==> src/sv/dpcd_pkg.sv <==
// ----------------------------------------------------------------------------
// dpcd_pkg
// Types and constants shared by the delta patch command decoder.
// ----------------------------------------------------------------------------
package dpcd_pkg;

  localparam int COUNT_WIDTH = 64;
  localparam logic [63:0] COUNT_MAX = 64'((65'd1 << COUNT_WIDTH) - 65'd1);

  localparam logic [31:0] MAGIC_WORD = 32'h7273_0236;
  localparam logic [7:0]  CMD_END    = 8'h00;
  localparam logic [7:0]  LIT_FIRST  = 8'h41;
  localparam logic [7:0]  LIT_LAST   = 8'h44;
  localparam logic [7:0]  COPY_FIRST = 8'h45;
  localparam logic [7:0]  COPY_LAST  = 8'h54;

  // width code of a magic word: four bytes
  localparam logic [1:0]  MAGIC_WCODE = 2'd2;

  typedef enum logic [1:0] {
    KIND_LITERAL = 2'd0,
    KIND_COPY    = 2'd1,
    KIND_END     = 2'd2,
    KIND_ERROR   = 2'd3
  } kind_t;

  typedef enum logic {
    ERR_BAD_MAGIC = 1'b0,
    ERR_BAD_CMD   = 1'b1
  } err_t;

  typedef struct packed {
    kind_t       kind;
    logic [7:0]  literal_byte;
    logic        literal_last;
    logic [63:0] copy_offset;
    logic [63:0] copy_length;
    err_t        error_code;
  } result_t;

endpackage

==> src/sv/dpcd_if.sv <==
// ----------------------------------------------------------------------------
// dpcd interfaces
// Valid/ready channels for patch bytes in and decoded items out.
// ----------------------------------------------------------------------------
interface dpcd_in_if;
  logic       valid;
  logic       ready;
  logic [7:0] patch_byte;

  modport source (output valid, output patch_byte, input ready);
  modport sink   (input valid, input patch_byte, output ready);
endinterface

interface dpcd_out_if;
  logic        valid;
  logic        ready;
  logic [1:0]  kind;
  logic [7:0]  literal_byte;
  logic        literal_last;
  logic [63:0] copy_offset;
  logic [63:0] copy_length;
  logic        error_code;

  modport source (output valid, output kind, output literal_byte, output literal_last,
                  output copy_offset, output copy_length, output error_code,
                  input ready);
  modport sink   (input valid, input kind, input literal_byte, input literal_last,
                  input copy_offset, input copy_length, input error_code,
                  output ready);
endinterface

==> src/sv/dpcd_in_reg.sv <==
// ----------------------------------------------------------------------------
// dpcd_in_reg
// Input register for patch bytes; refills in the cycle it is drained.
// ----------------------------------------------------------------------------
module dpcd_in_reg (
  input  logic       clk,
  input  logic       rst_n,
  dpcd_in_if.sink    in_ch,
  input  logic       advance,
  output logic       byte_valid,
  output logic [7:0] byte_data
);

  logic       valid_r;
  logic [7:0] data_r;

  assign in_ch.ready = !valid_r || advance;
  assign byte_valid  = valid_r;
  assign byte_data   = data_r;

  always_ff @(posedge clk) begin
    if (!rst_n) begin
      valid_r <= 1'b0;
    end else if (in_ch.ready) begin
      valid_r <= in_ch.valid;
    end
  end

  always_ff @(posedge clk) begin
    if (in_ch.ready && in_ch.valid) begin
      data_r <= in_ch.patch_byte;
    end
  end

endmodule

==> src/sv/dpcd_decode.sv <==
// ----------------------------------------------------------------------------
// dpcd_decode
// Command decoder: magic check, field assembly and result formation.
// ----------------------------------------------------------------------------
module dpcd_decode (
  input  logic              clk,
  input  logic              rst_n,
  input  logic              fire,
  input  logic [7:0]        byte_data,
  output logic              res_valid,
  output dpcd_pkg::result_t res
);
  import dpcd_pkg::*;

  typedef enum logic [2:0] {
    PH_MAGIC   = 3'd0,
    PH_CMD     = 3'd1,
    PH_LITLEN  = 3'd2,
    PH_LITDATA = 3'd3,
    PH_COPYOFF = 3'd4,
    PH_COPYLEN = 3'd5
  } phase_t;

  phase_t                 phase_r, phase_nxt;
  logic [2:0]             idx_r, idx_nxt;
  logic [1:0]             owc_r, owc_nxt;
  logic [1:0]             lwc_r, lwc_nxt;
  logic [63:0]            acc_r, acc_nxt;
  logic [63:0]            held_r, held_nxt;
  logic [COUNT_WIDTH-1:0] rem_r, rem_nxt;

  logic [63:0] acc_sh;
  logic [63:0] lit_len;
  logic [7:0]  copy_code;
  logic        rem_last;

  function automatic logic field_done(input logic [2:0] idx, input logic [1:0] code);
    return ({1'b0, idx} + 4'd1) >= (4'd1 << code);
  endfunction

  assign acc_sh    = {acc_r[55:0], byte_data};
  assign lit_len   = (acc_sh > COUNT_MAX) ? COUNT_MAX : acc_sh;
  assign copy_code = byte_data - COPY_FIRST;
  assign rem_last  = rem_r <= COUNT_WIDTH'(1);

  always_comb begin
    phase_nxt = phase_r;
    idx_nxt   = idx_r;
    owc_nxt   = owc_r;
    lwc_nxt   = lwc_r;
    acc_nxt   = acc_r;
    held_nxt  = held_r;
    rem_nxt   = rem_r;
    res_valid = 1'b0;
    res       = '0;
    if (fire) begin
      unique case (phase_r)
        PH_CMD: begin
          idx_nxt = 3'd0;
          acc_nxt = '0;
          if (byte_data == CMD_END) begin
            res_valid = 1'b1;
            res.kind  = KIND_END;
            phase_nxt = PH_MAGIC;
          end else if (byte_data inside {[LIT_FIRST:LIT_LAST]}) begin
            lwc_nxt   = 2'(byte_data - LIT_FIRST);
            phase_nxt = PH_LITLEN;
          end else if (byte_data inside {[COPY_FIRST:COPY_LAST]}) begin
            owc_nxt   = copy_code[3:2];
            lwc_nxt   = copy_code[1:0];
            phase_nxt = PH_COPYOFF;
          end else begin
            res_valid      = 1'b1;
            res.kind       = KIND_ERROR;
            res.error_code = ERR_BAD_CMD;
            phase_nxt      = PH_MAGIC;
          end
        end
        PH_LITLEN: begin
          acc_nxt = acc_sh;
          idx_nxt = idx_r + 3'd1;
          if (field_done(idx_r, lwc_r)) begin
            idx_nxt   = 3'd0;
            acc_nxt   = '0;
            rem_nxt   = lit_len[COUNT_WIDTH-1:0];
            phase_nxt = (lit_len == 64'd0) ? PH_CMD : PH_LITDATA;
          end
        end
        PH_LITDATA: begin
          res_valid        = 1'b1;
          res.kind         = KIND_LITERAL;
          res.literal_byte = byte_data;
          res.literal_last = rem_last;
          if (rem_last) begin
            rem_nxt   = '0;
            phase_nxt = PH_CMD;
          end else begin
            rem_nxt = rem_r - COUNT_WIDTH'(1);
          end
        end
        PH_COPYOFF: begin
          acc_nxt = acc_sh;
          idx_nxt = idx_r + 3'd1;
          if (field_done(idx_r, owc_r)) begin
            idx_nxt   = 3'd0;
            acc_nxt   = '0;
            held_nxt  = acc_sh;
            phase_nxt = PH_COPYLEN;
          end
        end
        PH_COPYLEN: begin
          acc_nxt = acc_sh;
          idx_nxt = idx_r + 3'd1;
          if (field_done(idx_r, lwc_r)) begin
            idx_nxt         = 3'd0;
            acc_nxt         = '0;
            res_valid       = 1'b1;
            res.kind        = KIND_COPY;
            res.copy_offset = held_r;
            res.copy_length = acc_sh;
            phase_nxt       = PH_CMD;
          end
        end
        default: begin
          acc_nxt   = acc_sh;
          idx_nxt   = idx_r + 3'd1;
          phase_nxt = PH_MAGIC;
          if (field_done(idx_r, MAGIC_WCODE)) begin
            idx_nxt = 3'd0;
            acc_nxt = '0;
            if (acc_sh[31:0] == MAGIC_WORD) begin
              phase_nxt = PH_CMD;
            end else begin
              res_valid      = 1'b1;
              res.kind       = KIND_ERROR;
              res.error_code = ERR_BAD_MAGIC;
            end
          end
        end
      endcase
    end
  end

  always_ff @(posedge clk) begin
    if (!rst_n) begin
      phase_r <= PH_MAGIC;
      idx_r   <= 3'd0;
      owc_r   <= 2'd0;
      lwc_r   <= 2'd0;
      acc_r   <= '0;
      held_r  <= '0;
      rem_r   <= '0;
    end else begin
      phase_r <= phase_nxt;
      idx_r   <= idx_nxt;
      owc_r   <= owc_nxt;
      lwc_r   <= lwc_nxt;
      acc_r   <= acc_nxt;
      held_r  <= held_nxt;
      rem_r   <= rem_nxt;
    end
  end

endmodule

==> src/sv/dpcd_out_reg.sv <==
// ----------------------------------------------------------------------------
// dpcd_out_reg
// Result register; takes a new item whenever empty or being drained.
// ----------------------------------------------------------------------------
module dpcd_out_reg (
  input  logic              clk,
  input  logic              rst_n,
  input  logic              res_valid,
  input  dpcd_pkg::result_t res,
  output logic              advance,
  dpcd_out_if.source        out_ch
);
  import dpcd_pkg::*;

  logic    valid_r;
  result_t res_r;

  assign advance             = !valid_r || out_ch.ready;
  assign out_ch.valid        = valid_r;
  assign out_ch.kind         = res_r.kind;
  assign out_ch.literal_byte = res_r.literal_byte;
  assign out_ch.literal_last = res_r.literal_last;
  assign out_ch.copy_offset  = res_r.copy_offset;
  assign out_ch.copy_length  = res_r.copy_length;
  assign out_ch.error_code   = res_r.error_code;

  always_ff @(posedge clk) begin
    if (!rst_n) begin
      valid_r <= 1'b0;
    end else if (advance) begin
      valid_r <= res_valid;
    end
  end

  always_ff @(posedge clk) begin
    if (advance && res_valid) begin
      res_r <= res;
    end
  end

endmodule

==> src/sv/delta_patch_command_decoder.sv <==
// ----------------------------------------------------------------------------
// delta_patch_command_decoder
// A byte accepted into the input register is decoded and its result is
// captured in the result register. Throughput: one byte per cycle unless the
// output stalls, set by the single-pass decoder between the two registers.
// Reset: synchronous, active low; the decoder waits for a magic word.
// ----------------------------------------------------------------------------
module delta_patch_command_decoder (
  input  logic       clk,
  input  logic       rst_n,
  dpcd_in_if.sink    in_ch,
  dpcd_out_if.source out_ch
);
  import dpcd_pkg::*;

  logic       advance;
  logic       byte_valid;
  logic [7:0] byte_data;
  logic       res_valid;
  result_t    res;

  dpcd_in_reg u_in_reg (
    .clk        (clk),
    .rst_n      (rst_n),
    .in_ch      (in_ch),
    .advance    (advance),
    .byte_valid (byte_valid),
    .byte_data  (byte_data)
  );

  dpcd_decode u_decode (
    .clk       (clk),
    .rst_n     (rst_n),
    .fire      (byte_valid && advance),
    .byte_data (byte_data),
    .res_valid (res_valid),
    .res       (res)
  );

  dpcd_out_reg u_out_reg (
    .clk       (clk),
    .rst_n     (rst_n),
    .res_valid (res_valid),
    .res       (res),
    .advance   (advance),
    .out_ch    (out_ch)
  );

endmodule
==> src/flat_wrapper.sv <==
// flat-port wrapper written by rule: the top's interface ports become plain ports
module delta_patch_command_decoder_flat import dpcd_pkg::*;
  (clk, rst_n, in_ch_valid, in_ch_patch_byte, in_ch_ready, out_ch_valid, out_ch_kind, out_ch_literal_byte, out_ch_literal_last, out_ch_copy_offset, out_ch_copy_length, out_ch_error_code, out_ch_ready);
  dpcd_in_if in_ch_i ();
  dpcd_out_if out_ch_i ();
  input  logic clk;
  input  logic rst_n;
  input wire logic [$bits(in_ch_i.valid)-1:0] in_ch_valid;
  input wire logic [$bits(in_ch_i.patch_byte)-1:0] in_ch_patch_byte;
  output wire logic [$bits(in_ch_i.ready)-1:0] in_ch_ready;
  output wire logic [$bits(out_ch_i.valid)-1:0] out_ch_valid;
  output wire logic [$bits(out_ch_i.kind)-1:0] out_ch_kind;
  output wire logic [$bits(out_ch_i.literal_byte)-1:0] out_ch_literal_byte;
  output wire logic [$bits(out_ch_i.literal_last)-1:0] out_ch_literal_last;
  output wire logic [$bits(out_ch_i.copy_offset)-1:0] out_ch_copy_offset;
  output wire logic [$bits(out_ch_i.copy_length)-1:0] out_ch_copy_length;
  output wire logic [$bits(out_ch_i.error_code)-1:0] out_ch_error_code;
  input wire logic [$bits(out_ch_i.ready)-1:0] out_ch_ready;
  assign in_ch_i.valid = in_ch_valid;
  assign in_ch_i.patch_byte = in_ch_patch_byte;
  assign in_ch_ready = in_ch_i.ready;
  assign out_ch_valid = out_ch_i.valid;
  assign out_ch_kind = out_ch_i.kind;
  assign out_ch_literal_byte = out_ch_i.literal_byte;
  assign out_ch_literal_last = out_ch_i.literal_last;
  assign out_ch_copy_offset = out_ch_i.copy_offset;
  assign out_ch_copy_length = out_ch_i.copy_length;
  assign out_ch_error_code = out_ch_i.error_code;
  assign out_ch_i.ready = out_ch_ready;
  delta_patch_command_decoder u_core (.clk(clk), .rst_n(rst_n), .in_ch(in_ch_i), .out_ch(out_ch_i));
endmodule
==> config.mk <==
export PLATFORM = sky130hd
export DESIGN_NAME = delta_patch_command_decoder_flat
export DESIGN_NICKNAME = d
export VERILOG_FILES = /design/src/sv/dpcd_pkg.sv /design/src/sv/dpcd_if.sv /design/src/sv/dpcd_in_reg.sv /design/src/sv/dpcd_decode.sv /design/src/sv/dpcd_out_reg.sv /design/src/sv/delta_patch_command_decoder.sv /design/src/flat_wrapper.sv
export SDC_FILE = /design/constraint.sdc
export NUM_CORES = 1
export LEC_CHECK = 0
export ABC_AREA = 0
export BUFFER_PORTS_ARGS = -buffer_cell sky130_fd_sc_hd__buf_2
export CAP_MARGIN = 20
export CORE_ASPECT_RATIO = 1.2
export CORE_MARGIN = 4
export CORE_UTILIZATION = 30
export DETAILED_ROUTE_END_ITERATION = 7
export SLEW_MARGIN = 20
export SYNTH_ARGS = -nofsm -noshare
export SYNTH_HDL_FRONTEND = slang
export SYNTH_SLANG_ARGS = --single-unit
==> constraint.sdc <==
create_clock -name clk -period 27.6 [get_ports clk]
set_input_delay 0 -clock clk [delete_from_list [all_inputs] [get_ports clk]]
set_output_delay 0 -clock clk [all_outputs]
set_load 0.1 [all_outputs]
==> results.md, run 1 <==
- Placed cells: 2158
- Core area: 48200 um2
- DP Wirelength: 26.8 mm
- Port-buffer cells: 153
- Cell Area, Synth: 14600 um2
- Clk_lat worst skew: 0.53 ns
- Final Worst Setup Slack: 23.62 ns
- Vias: 11729
- RSZ-0062 raised after global routing: false
- Worst Path Required: 28.07 ns
- I/O Pins: 154
- Hold/Removal Path Class: primary input to flop
- Via density: 5.25
- Initial DRC count: 934
- Rows: 88
- Syn nets: 1492
- Sequential-to-total area share from yosys stat: 57.2%
- Drt wl/cell: 18.8 um
- Maximum vdd drop: 0.0406 mV
- Number of max-cap violations: 0
- Post-synthesis cell type count: 63
- Diode count: 0
- Clk sink count: 344
- Worst slack, placed: 23.43 ns
- Ys flop type: dfxtp_1
- Relative slew margins: 26.6%
- # setup viols final: 0
- Global-route wire length before repair: 65.8 mm
- Share of cells above drive strength 1: 15.3%
- Clk slew on worst S/H paths: 0.07 ns
- RePlAce Congestion: 0.902
- Largest net degree at the start of global routing: 129
- Syn_area_per_cell: 9.98 um2
- Die height: 250 um
- Final Cycle Share: 14.4%
- Chip width: 210 um
- DR pass1 iterations: 5
- Post-route setup TNS: 0 ns
- CP arrival: 4.45 ns
- Worst-Margin Slew: 1.10 ns
- Static leakage: 0.00683 uW
- Status: completed
- DRC: 0
- Yosys reg bits: 344
- Hold buffer count at cts: 11
- CP Class: flop to flop
- EDFF count, synth: 148
- Clock Tree Root: clkbuf_16
- Nets: 1603
- Slew Viols, Final: 0
- Number of global-route vias before repair: 11528
- Area delta synth->final: 18.0%
- DIE AREA: 52400 um2
- Gate Count Post-Synth: 1466
- CTS tree: built
- CP Launch Type: flop
- CP delay by family, top: compound AO/OA/AOI/OAI gates
- Crit-path max FO: 37
- CP peak stage delay: 0.86 ns
- Warnings from Yosys: 0
- PwrDens: 60.5 nW/um2
- Initial Util: 30.4%
- Post-route insts no fill: 2233
- H-tree levels: 2
- Placed cell area: 15900 um2
- Total Routing Usage GR: 15.4%
- Initial antenna violation count: 1
- Critical-path cell list: ha_1 > xor2_1 > ha_1 > a2111oi_1 > nor2_1 > o21ai_0 > a21oi_1 > a211oi_4 > buf_4 > a22o_1
- Top achievable clock speed: 0.251 GHz
- Gr ovfl total: 0
- Finished Cell Area: 17300 um2
- Buffer count from post-CTS setup fixing: 0
- Final Critical Period: 3.98 ns
- Total CTS buffers: 35
- Final Skew: 0.0205 ns
- WL final: 42.0 mm
- Detail Route Antenna Nets: 0
- Bufs on Longest Clock Path: 3
- Critical path capture point type: flop
- WP buf/inv: 1
- Crit path max-delay cell type: a211oi_4
- Asr flop ratio synth: 0%
- Endpoints failing hold: 0
- Fillcell total: 4851
- Post-cts sizing count: 0
- CP dominant cell by count: ha_1
placed cells by master (no fill, tap or decap), drive strengths merged, types with 19 or more instances in the layout:
cell type,instances
a21oi,102
a22o,61
a22oi,21
a31oi,19
and2,132
buf,167
clkbuf,49
dfxtp,196
edfxtp,148
nand2,210
nand3,36
nor2,83
nor3,39
nor4,39
o21ai,64
stage by stage:
step | utilization, % | hold WS [ns] | total power (uW)
floorplan | - | 0.0989 | 556
global placement | 33.1 | 0.179 | 565
detailed placement | 33.1 | 0.179 | 565
CTS | 35.7 | 0.0823 | 1060
global route | 35.8 | 0.128 | 1080
finish | 35.8 | 0.100 | 1040
logic make-up (layout without fill, tap and decap cells):
group | after synthesis | after routing | share of synthesized area [%]
AOI/OAI and AO/OA | 353 | 353 | 16.2
xor gates and xnor gates | 4 | 4 | 0.239
adders and majority gates | 14 | 14 | 1.20
buffers and inverters | 119 | 256 | 3.19
DFF | 344 | 344 | 57.2
muxes | 5 | 5 | 0.350
and+or+nand+nor | 627 | 627 | 21.6
power by group:
group	total [uW]	switching [uW]	internal (uW)
sequential	534	5.49	529
clock	488	203	285
combinational	21.1	14.5	6.66
worst register-to-register path, stage by stage, from the launching register on:
cell       delay (ns)
dfxtp_1          0.36
ha_1             0.26
xor2_1           0.19
ha_1             0.23
a2111oi_1        0.70
nor2_1           0.25
o21ai_0          0.21
a21oi_1          0.12
a211oi_4         0.86
buf_4            0.50
a22o_1           0.24
layer usage:
metal | routed length (um) | up-vias | part of all wire (%) | GRT usage (%)
li1 | - | 5575 | - | -
met3 | 2230 | 87 | 5.3 | 2.45
met4 | 1500 | 0 | 3.6 | 6.45
met5 | 0 | - | 0 | 0
met2 | 21100 | 385 | 50 | 26.7
met1 | 17200 | 5682 | 41 | 18.9
Yosys cell counts, types with 21 or more instances:
cell type | instances | area [um2]
nor4_1 | 39 | 244
nor2_1 | 83 | 312
clkbuf_1 | 86 | 323
a22o_1 | 61 | 534
a21oi_1 | 102 | 510
nor3_1 | 38 | 190
edfxtp_1 | 148 | 4440
nand2_1 | 210 | 788
dfxtp_1 | 196 | 3920
and2_1 | 132 | 826
nand3_1 | 36 | 180
o21ai_0 | 63 | 315
a22oi_1 | 21 | 158
final cells by class:
| type | instances | area, um2 | area share (%) |
|---|---|---|---|
| clock buffers | 49 | 1040 | 6.04 |
| clock inverters | 14 | 134 | 0.775 |
| inverters | 15 | 58.8 | 0.341 |
| multi-input cells | 1003 | 5870 | 34.0 |
| flip-flops and latches | 344 | 8370 | 48.5 |
| well taps | 630 | 788 | 4.57 |
| repair buffers | 178 | 1000 | 5.82 |
sequential cells by signal, summed over array words and instances, names as in the netlist, 2 cells and up:
signal and flops:
u_core.u_in_reg.byte_data 8, u_core.u_out_reg.out_ch.kind 2, u_core.u_out_reg.out_ch.copy_length 64, u_core.u_decode.owc_r 2
u_core.u_decode.lwc_r 2, u_core.u_decode.held_r 64, u_core.u_decode.phase_r 3, u_core.u_out_reg.out_ch.literal_byte 8
u_core.u_decode.rem_r 64, u_core.u_decode.acc_r 56, u_core.u_decode.idx_r 3, u_core.u_out_reg.out_ch.copy_offset 64
worst paths after layout:
kind	start	to	slack, ns	depth (start not counted)
min reg2reg	u_core.u_decode.held_r[30]	u_core.u_decode.held_r[30]	0.45	2
max reg2reg	u_core.u_decode.idx_r[0]	u_core.u_decode.acc_r[32]	23.62	10
min	rst_n	u_core.u_out_reg.out_ch.valid	0.10	2
max	u_core.u_decode.idx_r[0]	u_core.u_decode.acc_r[32]	23.62	10
Power figures use the tool's default switching activity.
==> inputs of run 2 (changes only) <==
- clock period: 27.6 -> 3.8 ns (I/O delays scaled with it)
==> results.md, run 2 (synthesis results as in run 1) <==
- Placed cells: 2176 (+0.83%)
- Post-cts sizing count: 0 (unchanged)
- Final Skew: 0.0198 ns (-0.000663 ns)
- Post-route setup TNS: 0 ns (unchanged)
- Crit-path max FO: 13 (-65%)
- Slew Viols, Final: 0 (unchanged)
- Top achievable clock speed: 0.301 GHz (+20%)
- Most common cell after layout, fill and taps aside: nand2_1
- Bufs on Longest Clock Path: 3 (unchanged)
- Via density: 5.18 (-1.4%)
- CP Launch Type: flop
- Register area: 8370 um2 (unchanged)
- Port-buffer cells: 153 (unchanged)
- Chip width: 210 um (unchanged)
- Crit path max-delay cell type: or4_1
- Final Critical Period: 3.32 ns (-0.658 ns)
- Status: completed
- Vias: 11653 (-0.65%)
- RSZ-0062 raised after global routing: false
- Endpoints failing hold: 0 (unchanged)
- Number of max-cap violations: 0 (unchanged)
- Initial DRC count: 813 (-13%)
- Worst Path Required: 4.21 ns (-23.86 ns)
- DRC: 0 (unchanged)
- CP arrival: 3.73 ns (-0.72 ns)
- Clock Tree Root: clkbuf_16
- Initial antenna violation count: 0 (-1)
- Clk sink count: 344 (unchanged)
- Static leakage: 0.00691 uW (+1.1%)
- Detail Route Antenna Nets: 0 (unchanged)
- Relative slew margins: 21.9% (-4.7 points)
- WL final: 41.6 mm (-1.0%)
- Total CTS buffers: 35 (unchanged)
- Final Cycle Share: 87.5% (+73 points)
- Number of global-route vias before repair: 11404 (-1.1%)
- DR pass1 iterations: 7 (+2)
- PwrDens: 430 nW/um2 (+610%)
- CTS tree: built
- Maximum vdd drop: 0.230 mV (+470%)
- Global-route wire length before repair: 65.4 mm (-0.56%)
- DIE AREA: 52400 um2 (unchanged)
- # setup viols final: 0 (unchanged)
- Gr ovfl total: 0 (unchanged)
- Most frequent cells in the layout: nand2_1, dfxtp_1, buf_2, edfxtp_1, and2_1
- Share of cells above drive strength 1: 16.2% (+0.95 points)
- Hold/Removal Path Class: primary input to flop
- Post-route insts no fill: 2250 (+0.76%)
- Multi-input gate area: 5880 um2 (+0.26%)
- Fillcell total: 4801 (-1.0%)
- Area delta synth->final: 19.0%
- Total Routing Usage GR: 15.4% (-0.033 points)
- DP Wirelength: 27.1 mm (+1.0%)
- Clk_lat worst skew: 0.53 ns (about the same)
- Critical path capture point type: flop
- Clk slew on worst S/H paths: 0.07 ns (about the same)
- I/O Pins: 154 (unchanged)
- Diode count: 0 (unchanged)
- Die height: 250 um (unchanged)
- Core area: 48200 um2 (unchanged)
- Nets: 1621 (+1.1%)
- Critical-path cell list: or4_1 > or4_4 > or4_4 > nor2_1 > a21oi_1 > nor3b_1 > o21ai_0
- CP dominant cell by count: or4_4
- Rows: 88 (unchanged)
- CP Class: flop to flop
- Drt wl/cell: 18.5 um (-1.8%)
- Worst-Margin Slew: 1.17 ns (+0.0665 ns)
- CP peak stage delay: 0.64 ns (-0.22 ns)
- Initial Util: 30.4% (unchanged)
- RePlAce Congestion: 0.888 (-1.5%)
- H-tree levels: 2 (unchanged)
- Largest net degree at the start of global routing: 141 (+9.3%)
-- run 2: through the flow --
step	hold slack, ns	setup WS, ns	util [%]	total power [uW]	cell area [um2]
final	0.113	0.476	36.1	7500	17400
after global routing	0.141	0.281	36.1	7750	17400
after CTS	0.112	0.517	36.1	7590	17400
after detailed placement	0.179	0.524	33.5	4120	16200
after global placement	0.178	0.549	33.5	4110	16200
after floorplan	0.0989	-0.508	-	4040	14700
-- run 2: path summary, 6_finish.rpt --
kind / depth (start not counted) / startpoint / slack, ns / end
min reg2reg: 2 / u_core.u_decode.held_r[25] / 0.45 / u_core.u_decode.held_r[25]
max reg2reg: 7 / u_core.u_decode.rem_r[12] / 0.48 / u_core.u_decode.rem_r[58]
min: 2 / rst_n / 0.11 / u_core.u_out_reg.out_ch.valid
max: 7 / u_core.u_decode.rem_r[12] / 0.48 / u_core.u_decode.rem_r[58]
-- run 2: cell type report --
| cell class | count | share of cell area (%) |
|---|---|---|
| Sequential cell | 344 | 48.0 |
| Multi-Input combinational cell | 1003 | 33.8 |
| Timing Repair Buffer | 196 | 6.88 |
| Clock buffer | 41 | 5.21 |
| Tap cell | 630 | 4.52 |
| Clock inverter | 21 | 1.26 |
| Inverter | 15 | 0.337 |
-- run 2: worst max-delay path, delay by kind of cell, from the launching register on --
kind	cells	cell delay, ns
and+or+nand+nor	5	2.55
AOI/OAI and AO/OA	2	0.29
DFF	1	0.37
-- run 2: layer usage --
metal	share of wire [%]	vias to the layer above	GRT usage, %	wire length [um]
li1	-	5615	-	-
met1	41	5634	18.6	17200
met2	52	331	28.2	21400
met3	4.6	73	1.92	1900
met4	2.6	0	5.02	1100
met5	0	-	0	0
-- run 2: timing repair --
action,in CTS,in global routing
endpoints found under the hold margin,10,0
hold buffers,11,0
buffers inserted,0,0
-- run 2: power by group --
part / internal, uW / switching, uW
Clock: 2000 / 1460
Combinational: 56.0 / 113
Sequential: 3840 / 34.7
